`config.mk`:
```
export PLATFORM = sky130hd
export DESIGN_NAME = gws_ram
export DESIGN_NICKNAME = d
export VERILOG_FILES = /design/src/rtl/gws_ram.sv
export SDC_FILE = /design/constraint.sdc
export NUM_CORES = 1
export LEC_CHECK = 0
export BUFFER_PORTS_ARGS = -buffer_cell sky130_fd_sc_hd__buf_2
export CAP_MARGIN = 20
export CORE_MARGIN = 2
export CORE_UTILIZATION = 45
export CTS_CLUSTER_SIZE = 14
export DETAILED_ROUTE_END_ITERATION = 10
export PLACE_DENSITY = 0.69
export SYNTH_ARGS = -nofsm -noshare
export SYNTH_HDL_FRONTEND = slang
export SYNTH_SLANG_ARGS = --single-unit
```
`constraint.sdc`:
```
create_clock -name clk -period 2.7 [get_ports clk]
set_input_delay 0.135 -clock clk [delete_from_list [all_inputs] [get_ports clk]]
set_output_delay 0.135 -clock clk [all_outputs]
set_load 0.005 [all_outputs]
```
`src/rtl/gws_ram.sv`:
```
// ----------------------------------------------------------------------------
// gws_ram: generic single-port RAM
// One write or one read per cycle; the read data is registered.
// ----------------------------------------------------------------------------
module gws_ram #(
  parameter int WIDTH = 8,
  parameter int DEPTH = 16
) (
  input  logic                     clk,
  input  logic                     we,
  input  logic [$clog2(DEPTH)-1:0] addr,
  input  logic [WIDTH-1:0]         wdata,
  output logic [WIDTH-1:0]         rdata
);

  logic [WIDTH-1:0] mem_r [DEPTH];
  logic [WIDTH-1:0] rdata_r;

  always_ff @(posedge clk) begin
    if (we) begin
      mem_r[addr] <= wdata;
    end
    rdata_r <= mem_r[addr];
  end

  assign rdata = rdata_r;

endmodule

```
==> results of run 1 <==
[worst min path at each step]
stage	startpoint	endpoint	slack (ns)	cells after the start
3_3_place_gp	rdata[4]$_DFF_P_	rdata[4]	0.51	1
6_report	wdata[4]	mem_r[0][4]$_DFFE_PP_	0.11	1
3_5_place_dp	rdata[4]$_DFF_P_	rdata[4]	0.51	1
2_1_floorplan	wdata[0]	mem_r[0][0]$_DFFE_PP_	0.23	0
4_1_cts	wdata[3]	mem_r[2][3]$_DFFE_PP_	0.11	1
5_1_grt	wdata[4]	mem_r[0][4]$_DFFE_PP_	0.12	1
[report_power, final]
| group | internal, mW | switching [mW] |
|---|---|---|
| registers | 2.36 | 0.0131 |
| logic | 0.0908 | 0.122 |
| clock network | 1.66 | 0.800 |
[per-layer routing]
metal  global-route usage, %  part of all wire [%]  vias up
li1                        -                     -     1047
met1                   24.39                    44     1303
met2                   27.96                    51       60
met3                   5.115                   4.2        2
met4                   6.518                  0.57        0
met5                       0                     0        -
[sequential cells by signal, summed over array words and instances, names as in the netlist]
name,cells
mem_r,128
rdata,8
[metrics by stage]
step | power (mW) | area [sq um] | instances | util, %
detailed placement | 2.632 | 5413 | 395 | 49.50
global placement | 2.627 | 5413 | 395 | 49.50
CTS | 5.077 | 6042 | 427 | 55.25
floorplan | 2.537 | 5067 | 230 | -
global route | 5.188 | 6042 | 427 | 55.25
finish | 5.043 | 6042 | 427 | 55.25
[layout make-up]
type                    count  area, sq um
clock inverters             9        171.4
repair buffers             36        230.2
flip-flops and latches    136         4004
multi-input cells          83         1003
fillers                   811         4893
well taps                 140        175.2
clock buffers              23        457.9
[critical path: cells and delay by family]
kind / cells / cell delay (ns)
buf+inv: 1 / 0.47
simple gates: 2 / 0.91
[cells in the final DEF (no fill, tap or decap), types with 2 or more instances in the layout]
cell and n:
clkbuf_16 17, buf_4 14, nor2_1 13, mux4_2 32, nand2_1 9, nor2b_1 2, clkinv_2 2, nand3b_1 2
nand2b_1 2, a22oi_1 16, dfxtp_1 8, clkbuf_1 5, bufinv_16 5, edfxtp_1 128, buf_2 21, nor3_1 4
[kinds of logic after synthesis]
kind of cell | after synthesis | synth area share [%]
DFF | 136 | 79.01
and+or+nand+nor | 35 | 3.210
muxes | 32 | 14.22
AOI/OAI and AO/OA | 16 | 2.370
buffers and inverters | 11 | 1.185
==> run_results.csv, run 1 <==
group,metric,value,unit
synthesis,yosysUniqueCellTypes,18,
clock_network,cts_resized,0,
sta,final_hold_viol_count,0,
clock_network,clk_latency,0.42,ns
detailed_routing,first_iter_violations,179,
critical_path,endpoint,"mem_r[2][7]$_DFFE_PP_",
cells_and_area,drive_gt1_share,33.10,%
floorplanning,die-area,0.01213,sq mm
global_routing,grt_use_total,17.95,%
job,cap_violations,0,
critical_path,r2r-start,"mem_r[3][5]$_DFFE_PP_",
cells_and_area,n_antenna_cell,0,
floorplanning,initial_core_util,46.34,%
detailed_routing,vias,2412,
synthesis,netlist_instances,230,
synthesis,synthTopCellsByArea,"edfxtp_1, mux4_2, dfxtp_1",
sta,setup_tns,0,ns
floorplanning,rows,38,
critical_path,critical_path_class,"primary input to flop",
synthesis,synth_ff_type,"edfxtp_1",
cells_and_area,num-nets-final,288,
sta,skew,0.01785,ns
synthesis,syn_area,0.005067,sq mm
floorplanning,die_h,110.1,microns
critical_path,crit_path_start_kind,"primary input",
clock_network,cts-root-buf,"clkbuf_16",
clock_network,tritoncts,"built",
detailed_routing,wl_per_cell,22.55,microns
critical_path,crit_chain,"buf_2, nand2b_1, nor2_1",
synthesis,ys_ff_latch,136,
clock_network,ctsHoldBuffers,0,
synthesis,yosys.cell_count.top_type,"edfxtp_1",
detailed_routing,drt_pass1_iterations,4,
sta,finalCritPeriodShare,55.41,%
synthesis,synth_edf_count,128,
power_and_ir_drop,ir_drop,0.5458,mV
critical_path,worstPathArrival,1.53,ns
sta,rsz0062_at_grt,"no",
power_and_ir_drop,p_per_area,834.7,mW/mm^2
floorplanning,core_area,0.01094,sq mm
placement,place.gp.congestion,0.7296,
synthesis,yosys_warnings,0,
critical_path,cp-end-kind,"flop",
power_and_ir_drop,p_leak,2.004,nW
clock_network,cts_max_level,4,
global_routing,grt_first_pass_wirelength,14920,microns
synthesis,synth_top_area_share,75.85,%
synthesis,netlist_top_cells_count,"edfxtp_1, mux4_2, a22oi_1, nor2_1, nand2_1",
detailed_routing,finalWirelength,9627,microns
critical_path,r2r_setup_slack,1.29,ns
placement,dpl.hpwl,5993,microns
sta,max_slew_margin,49.14,%
clock_network,cts_sinks,136,
floorplanning,io_pins,22,
critical_path,slowest_delay,0.63,ns
global_routing,grt_pass1_vias,2569,
detailed_routing,ant_nets,0,
sta,period_minus_slack,1.496,ns
detailed_routing,viasPerCell,5.649,
synthesis,async_reset_ff_share,0,%
critical_path,worst_r2r_endpoint,"rdata[5]$_DFF_P_",
sta,maxSlewViolCount,0,
cells_and_area,areaGrowthSynthToFinish,19.23,%
critical_path,cp-startpoint,"addr[1]",
critical_path,slowest_stage,"nor2_1",
clock_network,path_clk_slew,0.06,ns
global_routing,grt_overflow_total,0,
clock_network,cts_setup_buffers,0,
sta,finalWorstSetupSlack,1.204,ns
sta,finalSetupViolCount,0,
synthesis,synth_seq_area_share,79.01,%
placement,dp_slack,0.7353,ns
clock_network,cts_buffers,17,
synthesis,syn-num-nets,244,
clock_network,clk_path_buf_depth,2,
synthesis,avgSynthCellArea,22.03,sq um
floorplanning,die_x,110.1,microns
critical_path,critPathMaxFanout,25,
sta,clock.fmax,668.4,MHz
sta,tightest_slew,0.7614,ns
global_routing,grt_max_degree,26,
placement,io_buffers,21,
global_routing,antenna_found_initial,0,
synthesis,yosys.area.top_type,"edfxtp_1",
sta,hold-worst-slack,0.1095,ns
critical_path,crit_required,2.73,ns
critical_path,ff2ff_path_depth,3,
min_path,hold_path_class,"primary input to flop",
detailed_routing,drc,0,
outcome,outcome,"completed",
Note: power is estimated with default switching activity, not from simulation.
==> run 2: changes to the inputs <==
--- a/config.mk
+++ b/config.mk
@@ -5,6 +5,7 @@
 export SDC_FILE = /design/constraint.sdc
 export NUM_CORES = 1
 export LEC_CHECK = 0
+export ABC_AREA = 1
 export BUFFER_PORTS_ARGS = -buffer_cell sky130_fd_sc_hd__buf_2
 export CAP_MARGIN = 20
 export CORE_MARGIN = 2
==> constraint.sdc (replaced) <==
create_clock -name clk -period 1.4 [get_ports clk]
set_input_delay 0.07 -clock clk [delete_from_list [all_inputs] [get_ports clk]]
set_output_delay 0.07 -clock clk [all_outputs]
set_load 0.005 [all_outputs]
==> run 2 against run 1 <==
Against the previous run:
- wire length is 25% higher
- final cell count is 82% higher
- via count is 53% higher
- critical path type is now flop to output pin
- largest cell class unchanged
==> run_results.csv, run 2 <==
group,metric,value,unit
outcome,outcome,"completed",
clock_network,path_clk_slew,0.05,ns
critical_path,crit_path_start_kind,"flop",
floorplanning,rows,40,
synthesis,yosysUniqueCellTypes,11,
floorplanning,die-area,0.01334,sq mm
clock_network,tritoncts,"built",
min_path,hold_path_class,"primary input to flop",
global_routing,grt_overflow_total,0,
detailed_routing,first_iter_violations,211,
cells_and_area,drive_gt1_share,12.01,%
cells_and_area,n_antenna_cell,0,
sta,finalSetupViolCount,0,
clock_network,cts_max_level,4,
placement,dpl.hpwl,7731,microns
critical_path,crit_required,1.33,ns
synthesis,synth_ff_type,"edfxtp_1",
cells_and_area,layout_common_cells,"nand2_1, edfxtp_1, buf_4",
synthesis,synthTopCellsByArea,"edfxtp_1, nand2_1, dfxtp_1",
clock_network,ctsHoldBuffers,0,
sta,period_minus_slack,1.019,ns
power_and_ir_drop,power,9.596,mW
floorplanning,die_h,115.5,microns
cells_and_area,largest_register,"mem_r",
detailed_routing,drc,0,
detailed_routing,drt_pass1_iterations,4,
global_routing,grt_first_pass_wirelength,19090,microns
synthesis,ys_ff_latch,136,
synthesis,async_reset_ff_share,0,%
power_and_ir_drop,p_leak,2.860,nW
detailed_routing,ant_nets,0,
floorplanning,io_pins,22,
synthesis,avgSynthCellArea,10.21,sq um
cells_and_area,layout_commonest_cell,"nand2_1",
synthesis,netlist_instances,548,
floorplanning,die_x,115.5,microns
detailed_routing,wl_per_cell,15.45,microns
synthesis,yosys_warnings,0,
critical_path,worstPathArrival,0.95,ns
synthesis,yosys.cell_count.top_type,"nand2_1",
job,cap_violations,0,
sta,clock.fmax,981.1,MHz
critical_path,cpLargestDelayFamily,"flip-flops",
global_routing,grt_max_degree,33,
clock_network,clk_path_buf_depth,2,
power_and_ir_drop,p_per_area,1453,mW/mm^2
sta,rsz0062_at_grt,"no",
clock_network,cts_buffers,17,
power_and_ir_drop,ir_drop,1.000,mV
critical_path,critical_path_class,"flop to output pin",
synthesis,yosys.area.top_type,"edfxtp_1",
sta,max_slew_margin,71.88,%
cells_and_area,areaGrowthSynthToFinish,18.12,%
cells_and_area,num-nets-final,609,
detailed_routing,viasPerCell,4.768,
floorplanning,initial_core_util,46.37,%
synthesis,synth_top_area_share,68.72,%
clock_network,clk_latency,0.42,ns
global_routing,antenna_found_initial,0,
sta,skew,0.006681,ns
sta,tightest_slew,0.4219,ns
critical_path,slowest_stage,"dfxtp_1",
synthesis,synth_edf_count,128,
cells_and_area,layout.cells.non_filler,776,
critical_path,crit_chain,"buf_2",
sta,finalCritPeriodShare,72.81,%
synthesis,syn-num-nets,562,
clock_network,cts-root-buf,"clkbuf_16",
sta,maxSlewViolCount,0,
critical_path,cp_num_buf_inv,1,
clock_network,cts_resized,0,
cells_and_area,largest_register_ffs,128,
floorplanning,core_area,0.01206,sq mm
placement,place.gp.congestion,0.8346,
detailed_routing,vias,3700,
clock_network,cts_sinks,136,
critical_path,critPathMaxFanout,1,
sta,final_hold_viol_count,0,
synthesis,netlist_top_cells_count,"nand2_1, edfxtp_1, inv_1, nor2_1, buf_2",
synthesis,syn_area,0.005593,sq mm
critical_path,cp-end-kind,"output pin",
placement,io_buffers,21,
clock_network,cts_setup_buffers,0,
critical_path,slowest_delay,0.39,ns
detailed_routing,finalWirelength,11990,microns
placement,post-place-cells,744,
global_routing,grt_pass1_vias,3697,
global_routing,grt_use_total,19.85,%
synthesis,synth_seq_area_share,71.59,%
run 2: routing by layer:
layer	share of wire (%)	global-route usage [%]
met5	0	0
met4	2.0	8.675
met3	5.0	4.969
met2	49	32.09
met1	44	25.61
run 2: kinds of logic after synthesis:
kind of cell,after synthesis,synth area share [%]
buf+inv,44,3.624
flops,136,71.59
simple gates,368,24.79
run 2: metrics by stage:
step | TNS [ns] | instance area [sq um] | worst slack, ns | utilization, % | hold WS (ns)
floorplan | -2.367 | 5593 | -0.04718 | - | 0.1689
global placement | 0 | 6015 | 0.1808 | 49.87 | 0.4471
detailed placement | 0 | 6015 | 0.1668 | 49.87 | 0.4442
CTS | 0 | 6606 | 0.3736 | 54.77 | 0.07346
global route | 0 | 6606 | 0.2895 | 54.77 | 0.07239
finish | 0 | 6606 | 0.3807 | 54.77 | 0.07414
run 2: area by class of cell:
class	count	area (sq um)
fillers	1017	5455
multi-input cells	368	1386
flip-flops and latches	136	4004
well taps	168	210.2
repair buffers	49	327.8
clock buffers	19	432.9
clock inverters	13	158.9
inverters	23	86.33
run 2: worst paths after layout:
path	startpoint	endpoint	slack, ns	cells past startpoint
setup / recovery	rdata[3]$_DFF_P_	rdata[3]	0.38	1
hold / removal	wdata[7]	mem_r[2][7]$_DFFE_PP_	0.07	1
setup reg to reg	mem_r[4][6]$_DFFE_PP_	rdata[6]$_DFF_P_	0.40	8
hold reg to reg	mem_r[10][6]$_DFFE_PP_	rdata[6]$_DFF_P_	0.72	8
run 2: where the power goes:
| group | switching, mW | internal (mW) | leakage (nW) |
|---|---|---|---|
| clock | 1.54 | 2.93 | 0.283 |
| combinational | 0.384 | 0.167 | 1.35 |
| sequential | 0.0283 | 4.56 | 1.22 |
| total | 1.95 | 7.65 | 2.86 |
